### src/hdl/pbwd_pkg.sv
// Package with the shared types, codes and field decode of the protobuf wire stream decoder.
package pbwd_pkg;

    localparam int unsigned PhaseW = 3;
    localparam int unsigned StatusW = 3;
    localparam int unsigned SelW = 2;
    localparam int unsigned AccumW = 64;
    localparam int unsigned CountW = 4;
    localparam int unsigned FieldNumW = 32;

    localparam logic [PhaseW-1:0] PH_TAG = 3'd0;
    localparam logic [PhaseW-1:0] PH_VAL = 3'd1;
    localparam logic [PhaseW-1:0] PH_LEN = 3'd2;
    localparam logic [PhaseW-1:0] PH_STR = 3'd3;
    localparam logic [PhaseW-1:0] PH_ERR = 3'd4;

    localparam logic [StatusW-1:0] ERR_NONE = 3'd0;
    localparam logic [StatusW-1:0] ERR_TRUNC = 3'd1;
    localparam logic [StatusW-1:0] ERR_LONG = 3'd2;
    localparam logic [StatusW-1:0] ERR_PAST = 3'd3;
    localparam logic [StatusW-1:0] ERR_WIRE = 3'd4;

    localparam logic [2:0] WT_VARINT = 3'd0;
    localparam logic [2:0] WT_LEN = 3'd2;

    localparam logic [CountW-1:0] MaxVarintBytes = 4'd10;

    typedef struct packed {
        logic            data_valid;
        logic [7:0]      data_byte;
        logic [SelW-1:0] field_sel;
        logic            field_clear;
        logic            msg_done;
        logic [StatusW-1:0] msg_status;
    } t_result;

    typedef struct packed {
        logic            kept;
        logic [SelW-1:0] sel;
    } t_slot;

    function automatic t_slot field_slot(input logic [FieldNumW-1:0] fn);
        t_slot s;
        s.kept = 1'b1;
        s.sel = 2'd0;
        case (fn)
            32'd2: s.sel = 2'd0;
            32'd3: s.sel = 2'd1;
            32'd4: s.sel = 2'd2;
            32'd6: s.sel = 2'd3;
            default: s.kept = 1'b0;
        endcase
        return s;
    endfunction

endpackage

### src/hdl/pbwd_in_if.sv
// Interface for the input byte channel.
interface pbwd_in_if;
    logic       valid;
    logic       ready;
    logic [7:0] in_byte;
    logic       in_last;

    modport source (output valid, output in_byte, output in_last, input ready);
    modport sink (input valid, input in_byte, input in_last, output ready);
endinterface

### src/hdl/pbwd_out_if.sv
// Interface for the decoded result channel.
interface pbwd_out_if;
    logic       valid;
    logic       ready;
    logic       data_valid;
    logic [7:0] data_byte;
    logic [1:0] field_sel;
    logic       field_clear;
    logic       msg_done;
    logic [2:0] msg_status;

    modport source (
        output valid, output data_valid, output data_byte, output field_sel,
        output field_clear, output msg_done, output msg_status, input ready
    );
    modport sink (
        input valid, input data_valid, input data_byte, input field_sel,
        input field_clear, input msg_done, input msg_status, output ready
    );
endinterface

### src/hdl/pbwd_parser.sv
// Parser state and single-pass next-state logic for one message byte.
module pbwd_parser (
    input  logic             i_clk,
    input  logic             i_rst_n,
    input  logic             i_accept,
    input  logic [7:0]       i_byte,
    input  logic             i_last,
    output pbwd_pkg::t_result o_result
);

    logic [pbwd_pkg::PhaseW-1:0]  r_phase, n_phase;
    logic [pbwd_pkg::AccumW-1:0]  r_accum, n_accum;
    logic [pbwd_pkg::CountW-1:0]  r_cnt, n_cnt;
    pbwd_pkg::t_slot              r_slot, n_slot;
    logic [pbwd_pkg::AccumW-1:0]  r_left, n_left;
    logic [pbwd_pkg::StatusW-1:0] r_err, n_err;

    logic [6:0]                   w_shift;
    logic [pbwd_pkg::AccumW-1:0]  w_add;
    logic [pbwd_pkg::AccumW-1:0]  w_value;
    logic [pbwd_pkg::CountW-1:0]  w_cnt_inc;
    logic [pbwd_pkg::AccumW-1:0]  w_left_dec;
    pbwd_pkg::t_result            w_res;

    assign w_shift = {r_cnt, 3'b000} - {3'b000, r_cnt};
    assign w_add = {57'd0, i_byte[6:0]} << w_shift[5:0];
    assign w_value = w_shift[6] ? r_accum : (r_accum | w_add);
    assign w_cnt_inc = r_cnt + 4'd1;
    assign w_left_dec = (r_left != '0) ? (r_left - 64'd1) : r_left;

    always_comb begin
        n_phase = r_phase;
        n_accum = r_accum;
        n_cnt = r_cnt;
        n_slot = r_slot;
        n_left = r_left;
        n_err = r_err;
        w_res = '0;
        if (i_accept) begin
            case (r_phase)
                pbwd_pkg::PH_TAG, pbwd_pkg::PH_VAL, pbwd_pkg::PH_LEN: begin
                    if (i_byte[7]) begin
                        n_accum = w_value;
                        n_cnt = w_cnt_inc;
                        if (w_cnt_inc >= pbwd_pkg::MaxVarintBytes) begin
                            n_err = pbwd_pkg::ERR_LONG;
                            n_phase = pbwd_pkg::PH_ERR;
                        end
                    end else begin
                        n_accum = '0;
                        n_cnt = '0;
                        case (r_phase)
                            pbwd_pkg::PH_TAG: begin
                                n_slot = pbwd_pkg::field_slot(w_value[34:3]);
                                if (w_value[2:0] == pbwd_pkg::WT_VARINT) begin
                                    n_phase = pbwd_pkg::PH_VAL;
                                end else if (w_value[2:0] == pbwd_pkg::WT_LEN) begin
                                    n_phase = pbwd_pkg::PH_LEN;
                                end else begin
                                    n_err = pbwd_pkg::ERR_WIRE;
                                    n_phase = pbwd_pkg::PH_ERR;
                                end
                            end
                            pbwd_pkg::PH_VAL: begin
                                n_phase = pbwd_pkg::PH_TAG;
                            end
                            default: begin
                                n_left = w_value;
                                if (r_slot.kept) begin
                                    w_res.field_clear = 1'b1;
                                    w_res.field_sel = r_slot.sel;
                                end
                                n_phase = (w_value != '0) ? pbwd_pkg::PH_STR
                                                          : pbwd_pkg::PH_TAG;
                            end
                        endcase
                    end
                end
                pbwd_pkg::PH_STR: begin
                    if (r_slot.kept) begin
                        w_res.data_valid = 1'b1;
                        w_res.data_byte = i_byte;
                        w_res.field_sel = r_slot.sel;
                    end
                    n_left = w_left_dec;
                    if (w_left_dec == '0) begin
                        n_phase = pbwd_pkg::PH_TAG;
                    end
                end
                default: begin
                end
            endcase
            if (i_last) begin
                w_res.msg_done = 1'b1;
                if (n_err == pbwd_pkg::ERR_NONE && n_phase != pbwd_pkg::PH_TAG) begin
                    w_res.msg_status = (n_phase == pbwd_pkg::PH_STR) ? pbwd_pkg::ERR_PAST
                                                                    : pbwd_pkg::ERR_TRUNC;
                end else begin
                    w_res.msg_status = n_err;
                end
                n_phase = pbwd_pkg::PH_TAG;
                n_accum = '0;
                n_cnt = '0;
                n_slot = '0;
                n_left = '0;
                n_err = pbwd_pkg::ERR_NONE;
            end
        end
    end

    assign o_result = w_res;

    always_ff @(posedge i_clk) begin
        if (!i_rst_n) begin
            r_phase <= pbwd_pkg::PH_TAG;
            r_accum <= '0;
            r_cnt <= '0;
            r_slot <= '0;
            r_left <= '0;
            r_err <= pbwd_pkg::ERR_NONE;
        end else begin
            r_phase <= n_phase;
            r_accum <= n_accum;
            r_cnt <= n_cnt;
            r_slot <= n_slot;
            r_left <= n_left;
            r_err <= n_err;
        end
    end

`ifndef SYNTHESIS
    a_err_phase: assert property (@(posedge i_clk) disable iff (!i_rst_n)
        (r_phase == pbwd_pkg::PH_ERR) |-> (r_err != pbwd_pkg::ERR_NONE))
        else $error("Error phase without an error code.");
    a_err_sticky: assert property (@(posedge i_clk) disable iff (!i_rst_n)
        (r_phase != pbwd_pkg::PH_ERR) |-> (r_err == pbwd_pkg::ERR_NONE))
        else $error("Error code set outside the error phase.");
    a_last_clears: assert property (@(posedge i_clk) disable iff (!i_rst_n)
        (i_accept && i_last) |=> (r_phase == pbwd_pkg::PH_TAG && r_cnt == '0
                                  && r_err == pbwd_pkg::ERR_NONE))
        else $error("Parser state not cleared after the last byte.");
    a_str_owed: assert property (@(posedge i_clk) disable iff (!i_rst_n)
        (r_phase == pbwd_pkg::PH_STR) |-> (r_left != '0))
        else $error("String phase with no bytes owed.");
    a_cnt_range: assert property (@(posedge i_clk) disable iff (!i_rst_n)
        (r_phase != pbwd_pkg::PH_ERR) |-> (r_cnt < pbwd_pkg::MaxVarintBytes))
        else $error("Varint byte count out of range.");
`endif

endmodule

### src/hdl/pbwd_out_reg.sv
// Result register that holds one transaction until the sink takes it.
module pbwd_out_reg (
    input  logic              i_clk,
    input  logic              i_rst_n,
    input  logic              i_load,
    input  pbwd_pkg::t_result i_result,
    input  logic              i_ready,
    output logic              o_can_load,
    output logic              o_valid,
    output pbwd_pkg::t_result o_result
);

    logic              r_valid;
    pbwd_pkg::t_result r_result;

    assign o_can_load = !r_valid || i_ready;
    assign o_valid = r_valid;
    assign o_result = r_result;

    always_ff @(posedge i_clk) begin
        if (!i_rst_n) begin
            r_valid <= 1'b0;
        end else if (i_load) begin
            r_valid <= 1'b1;
        end else if (i_ready) begin
            r_valid <= 1'b0;
        end
    end

    always_ff @(posedge i_clk) begin
        if (i_load) begin
            r_result <= i_result;
        end
    end

endmodule

### src/hdl/protobuf_wire_stream_decoder_top.sv
// A result transaction is valid in the cycle after its byte is accepted.
// Throughput: one byte per cycle; each byte passes once through the parser logic
// into the result register, and a new byte is taken whenever that register is free
// or being read in the same cycle.
// Reset (synchronous, active low) returns the parser to the tag phase and empties
// the result register.
module protobuf_wire_stream_decoder_top (
    input  logic        i_clk,
    input  logic        i_rst_n,
    pbwd_in_if.sink     i_in,
    pbwd_out_if.source  o_out
);

    logic              w_can_load;
    logic              w_accept;
    logic              w_valid;
    pbwd_pkg::t_result w_next;
    pbwd_pkg::t_result w_held;

    assign i_in.ready = w_can_load;
    assign w_accept = i_in.valid && w_can_load;

    pbwd_parser u_parser (
        .i_clk    (i_clk),
        .i_rst_n  (i_rst_n),
        .i_accept (w_accept),
        .i_byte   (i_in.in_byte),
        .i_last   (i_in.in_last),
        .o_result (w_next)
    );

    pbwd_out_reg u_out_reg (
        .i_clk      (i_clk),
        .i_rst_n    (i_rst_n),
        .i_load     (w_accept),
        .i_result   (w_next),
        .i_ready    (o_out.ready),
        .o_can_load (w_can_load),
        .o_valid    (w_valid),
        .o_result   (w_held)
    );

    assign o_out.valid = w_valid;
    assign o_out.data_valid = w_held.data_valid;
    assign o_out.data_byte = w_held.data_byte;
    assign o_out.field_sel = w_held.field_sel;
    assign o_out.field_clear = w_held.field_clear;
    assign o_out.msg_done = w_held.msg_done;
    assign o_out.msg_status = w_held.msg_status;

endmodule
### src/flat_wrapper.sv
// flat-port wrapper written by rule: the top's interface ports become plain ports
module protobuf_wire_stream_decoder_top_flat 
  (i_clk, i_rst_n, i_in_valid, i_in_in_byte, i_in_in_last, i_in_ready, o_out_valid, o_out_data_valid, o_out_data_byte, o_out_field_sel, o_out_field_clear, o_out_msg_done, o_out_msg_status, o_out_ready);
  pbwd_in_if i_in_i ();
  pbwd_out_if o_out_i ();
  input  logic i_clk;
  input  logic i_rst_n;
  input wire logic [$bits(i_in_i.valid)-1:0] i_in_valid;
  input wire logic [$bits(i_in_i.in_byte)-1:0] i_in_in_byte;
  input wire logic [$bits(i_in_i.in_last)-1:0] i_in_in_last;
  output wire logic [$bits(i_in_i.ready)-1:0] i_in_ready;
  output wire logic [$bits(o_out_i.valid)-1:0] o_out_valid;
  output wire logic [$bits(o_out_i.data_valid)-1:0] o_out_data_valid;
  output wire logic [$bits(o_out_i.data_byte)-1:0] o_out_data_byte;
  output wire logic [$bits(o_out_i.field_sel)-1:0] o_out_field_sel;
  output wire logic [$bits(o_out_i.field_clear)-1:0] o_out_field_clear;
  output wire logic [$bits(o_out_i.msg_done)-1:0] o_out_msg_done;
  output wire logic [$bits(o_out_i.msg_status)-1:0] o_out_msg_status;
  input wire logic [$bits(o_out_i.ready)-1:0] o_out_ready;
  assign i_in_i.valid = i_in_valid;
  assign i_in_i.in_byte = i_in_in_byte;
  assign i_in_i.in_last = i_in_in_last;
  assign i_in_ready = i_in_i.ready;
  assign o_out_valid = o_out_i.valid;
  assign o_out_data_valid = o_out_i.data_valid;
  assign o_out_data_byte = o_out_i.data_byte;
  assign o_out_field_sel = o_out_i.field_sel;
  assign o_out_field_clear = o_out_i.field_clear;
  assign o_out_msg_done = o_out_i.msg_done;
  assign o_out_msg_status = o_out_i.msg_status;
  assign o_out_i.ready = o_out_ready;
  protobuf_wire_stream_decoder_top u_core (.i_clk(i_clk), .i_rst_n(i_rst_n), .i_in(i_in_i), .o_out(o_out_i));
endmodule
### config.mk
export PLATFORM = sky130hd
export DESIGN_NAME = protobuf_wire_stream_decoder_top_flat
export DESIGN_NICKNAME = d
export VERILOG_FILES = /design/src/hdl/pbwd_pkg.sv /design/src/hdl/pbwd_in_if.sv /design/src/hdl/pbwd_out_if.sv /design/src/hdl/pbwd_parser.sv /design/src/hdl/pbwd_out_reg.sv /design/src/hdl/protobuf_wire_stream_decoder_top.sv /design/src/flat_wrapper.sv
export SDC_FILE = /design/constraint.sdc
export NUM_CORES = 1
export LEC_CHECK = 0
export BUFFER_PORTS_ARGS = -buffer_cell sky130_fd_sc_hd__buf_4
export CAP_MARGIN = 20
export CORE_MARGIN = 8
export CORE_UTILIZATION = 54
export DETAILED_ROUTE_END_ITERATION = 8
export PLACE_DENSITY = 0.83
export SYNTH_ARGS = -nofsm -noshare
export SYNTH_HDL_FRONTEND = slang
export SYNTH_SLANG_ARGS = --single-unit
### constraint.sdc
create_clock -name i_clk -period 4.3 [get_ports i_clk]
set_input_delay 0.86 -clock i_clk [delete_from_list [all_inputs] [get_ports i_clk]]
set_output_delay 0.86 -clock i_clk [all_outputs]
set_load 0.05 [all_outputs]
==> impl_metrics.toml <==
[hold_path]
hold_class = "flop to flop"
hp-start = "u_core.u_parser.r_slot[0]$_SDFFE_PN0P_"
hold_end = "u_core.u_parser.r_slot[0]$_SDFFE_PN0P_"
min_path_cells = 2

[synthesis]
synth_top_family_by_area = "simple AND/OR/NAND/NOR gates"
ys_seq_elements = 158
syn_area_sq_um = 11200
synth_edf_count = 16
ys.flop_type = "dfxtp_1"
synth_compound_area_frac = 0.279
ys_seq_area_frac = 0.297
synth-simple-area-share = 0.318
synthXorXnorAreaFrac = 0.0281
syn_inst = 1472
syn-num-nets = 1490
synth_cell_types = 90
ys_async_sr_fraction = 0
yosys_warnings = 0
muxShareOfSynthArea = 0.0181
yosys.area_share.adder = 0.00560
synth_area_per_cell_sq_um = 7.59

[run_status]
status = "completed"

[drt]
drc_errors = 0
drt_wl_total_microns = 42200
first_iter_violations = 1756
num_vias = 12300
ant_nets = 0
wl_per_cell_microns = 24.0
drt-pass1-iter-count = 6
via_per_inst = 7.03

[place]
place.gp.congestion = 1.04
dp_slack_ns = 0.241
hpwlAfterDp_microns = 30500
portBuffers = 30
place_inst = 1722

[grt]
grt_max_degree = 121
grt.overflow.total = 0
antenna_found_initial = 0
grt.total_usage = 0.321
grt_pass1_wl_microns = 65800
grt_pass1_vias = 11300

[final_layout]
stdcell_count = 1754
nNetsFinal = 1489
drive_above_1_share = 0.127
layout_common_cells = "dfxtp_1 (142), a21oi_1 (135), nor2_1 (120)"
final_common_cell = "dfxtp_1"
area_growth_pct = 11.0
antenna_cells = 0

[cts]
cts_num_sinks = 158
tritoncts = "yes"
ctsHoldBuffers = 0
h-tree-depth = 4
clock_latency_ns = 0.44
cts_buffer_depth = 2
clk_pin_slew_worst_paths_ns = 0.07
cts-buffers-inserted = 17
clockRootBuffer = "clkbuf_16"

[timing]
max_freq_mhz = 246
rsz0062_at_grt = "no"
whs_ns = 0.504
hold_viol = 0
finalWorstSetupSlack_ns = 0.231
finClkSkew_ns = 0.0151
worst_pin_slew_ns = 1.04
max_slew_margin = 0.306
fin_setup_tns_ns = 0
period_minus_slack_ns = 4.07
finalSetupViolCount = 0
finalCritPeriodShare = 0.946
slew_violations = 0

[critical_path]
cp-start-kind = "flop"
required_ns = 4.47
reg2reg_to = "u_core.u_out_reg.o_result[1]$_SDFFCE_PN0P_"
r2r_setup_slack_ns = 0.23
r2r_start = "u_core.u_parser.r_cnt[0]$_SDFFE_PN0P_"
endpoint_kind = "flop"
critPathArrivalTime_ns = 4.24
r2r_cells = 12
worstSetupPathType = "flop to flop"
cp_max_fo = 9

[die]
core_sq_um = 20300
die_area_sq_um = 25500
die_w_microns = 160
die_h_microns = 160
initial_core_util = 0.550
ios = 31
rows = 52

[pwr]
ir_worst_vdd_mv = 0.244
finalPower_mw = 4.27
leakagePower_nw = 4.43
powerDensity_nw_per_um2 = 345

[run]
cap_violations = 0
-- Yosys cell counts (6+ instances only) --
cell	instances	area, sq um
o211ai_1	13	97.6
inv_1	17	63.8
a22oi_1	53	398
o22ai_1	7	43.8
a21oi_1	135	676
and2_1	20	125
nor2b_1	77	482
a311oi_1	7	61.3
a221oi_1	6	52.6
edfxtp_1	16	480
a21o_1	6	45.0
or2_2	7	43.8
clkbuf_1	101	379
nor3_1	48	240
xor2_1	12	105
nand4_1	26	163
nand3_1	27	135
nand2b_1	20	125
xnor2_1	22	193
a21boi_0	16	120
and4_1	7	61.3
o21ai_0	110	551
buf_1	7	26.3
nor3b_1	35	263
a32oi_1	8	70.1
buf_2	18	90.1
or4_1	16	120
nor2_1	122	458
and3_1	11	68.8
a211o_1	7	61.3
nor4_1	56	350
mux2i_1	9	90.1
nand2_1	105	394
dfxtp_1	142	2840
a211oi_1	30	225
o31ai_1	8	60.1
a31oi_1	7	43.8
a2111oi_0	9	78.8
or3_1	14	87.6
-- metrics by stage --
stage,util,cell area (sq um)
finish,0.611,12400
global route,0.611,12400
CTS,0.610,12400
detailed placement,0.583,11800
global placement,0.583,11800
floorplan,-,11200
-- final cells by class --
type                       instances  area [sq um]
fill                            1873          7900
multi-input combinational       1167          7290
sequential                       158          3320
timing repair buffer             109           831
clock buffer                      17           425
tap                              270           338
clock inverter                    15           125
inverter                          18          67.6
-- metal layers --
metal / global-route usage / vias to the layer above / routed length (microns)
li1: - / 5531 / -
met1: 0.440 / 5889 / 17700
met2: 0.462 / 810 / 17500
met3: 0.0887 / 107 / 5150
met4: 0.139 / 0 / 1750
met5: 0 / - / 0
-- how the worst max path moves through the flow --
stage                                                       from                                    endpoint  slack [ns]  depth (start not counted)
after global placement                           i_in_in_byte[1]  u_core.u_out_reg.o_result[0]$_SDFFCE_PN0P_        0.28                         11
after CTS                 u_core.u_parser.r_left[0]$_SDFFE_PN0P_  u_core.u_out_reg.o_result[1]$_SDFFCE_PN0P_        0.22                         12
after floorplan            u_core.u_parser.r_cnt[0]$_SDFFE_PN0P_  u_core.u_out_reg.o_result[1]$_SDFFCE_PN0P_        0.06                         18
after global routing       u_core.u_parser.r_cnt[0]$_SDFFE_PN0P_  u_core.u_out_reg.o_result[1]$_SDFFCE_PN0P_        0.01                         12
after detailed placement  u_core.u_parser.r_left[0]$_SDFFE_PN0P_  u_core.u_out_reg.o_result[1]$_SDFFCE_PN0P_        0.24                         12
final                      u_core.u_parser.r_cnt[0]$_SDFFE_PN0P_  u_core.u_out_reg.o_result[1]$_SDFFCE_PN0P_        0.23                         12
-- state kept, by name (all words and copies together), names as in the netlist --
register                   cells
u_core.u_parser.r_accum       64
u_core.u_parser.r_left        64
u_core.u_out_reg.o_result     16
u_core.u_parser.r_cnt          4
u_core.u_parser.r_err          3
u_core.u_parser.r_phase        3
u_core.u_parser.r_slot         3
u_core.u_out_reg.o_valid       1
-- repair_timing --
action                     CTS  global route
buffers inserted             0             0
setup endpoints to repair    0             3
gates resized for setup      0             3
hold endpoints to repair     0             0
-- cell families (layout without fill, tap and decap cells) --
| group | Yosys count | after routing |
|---|---|---|
| adders and majority gates | 5 | 5 |
| muxes | 14 | 14 |
| buffers and inverters | 147 | 159 |
| and+or+nand+nor | 632 | 632 |
| AOI/OAI and AO/OA | 481 | 481 |
| DFF | 158 | 158 |
| xor gates and xnor gates | 35 | 35 |
-- where the power goes --
| group | switching, mW | total [mW] | internal, mW |
|---|---|---|---|
| clock network | 0.711 | 1.47 | 0.759 |
| registers | 0.0361 | 1.55 | 1.51 |
| logic | 0.834 | 1.25 | 0.417 |
| total | 1.58 | 4.27 | 2.69 |
-- worst max-delay path: stages (launching register included) --
cell,delay (ns)
dfxtp_1,0.41
inv_1,0.11
ha_1,0.47
mux2i_1,0.42
mux4_2,0.49
nor2_1,0.09
o21a_1,0.21
a2111oi_0,0.37
nand4_1,0.19
or2_1,0.32
o41a_1,0.46
nor2_1,0.16
o211ai_1,0.11
Power figures use the tool's default switching activity.
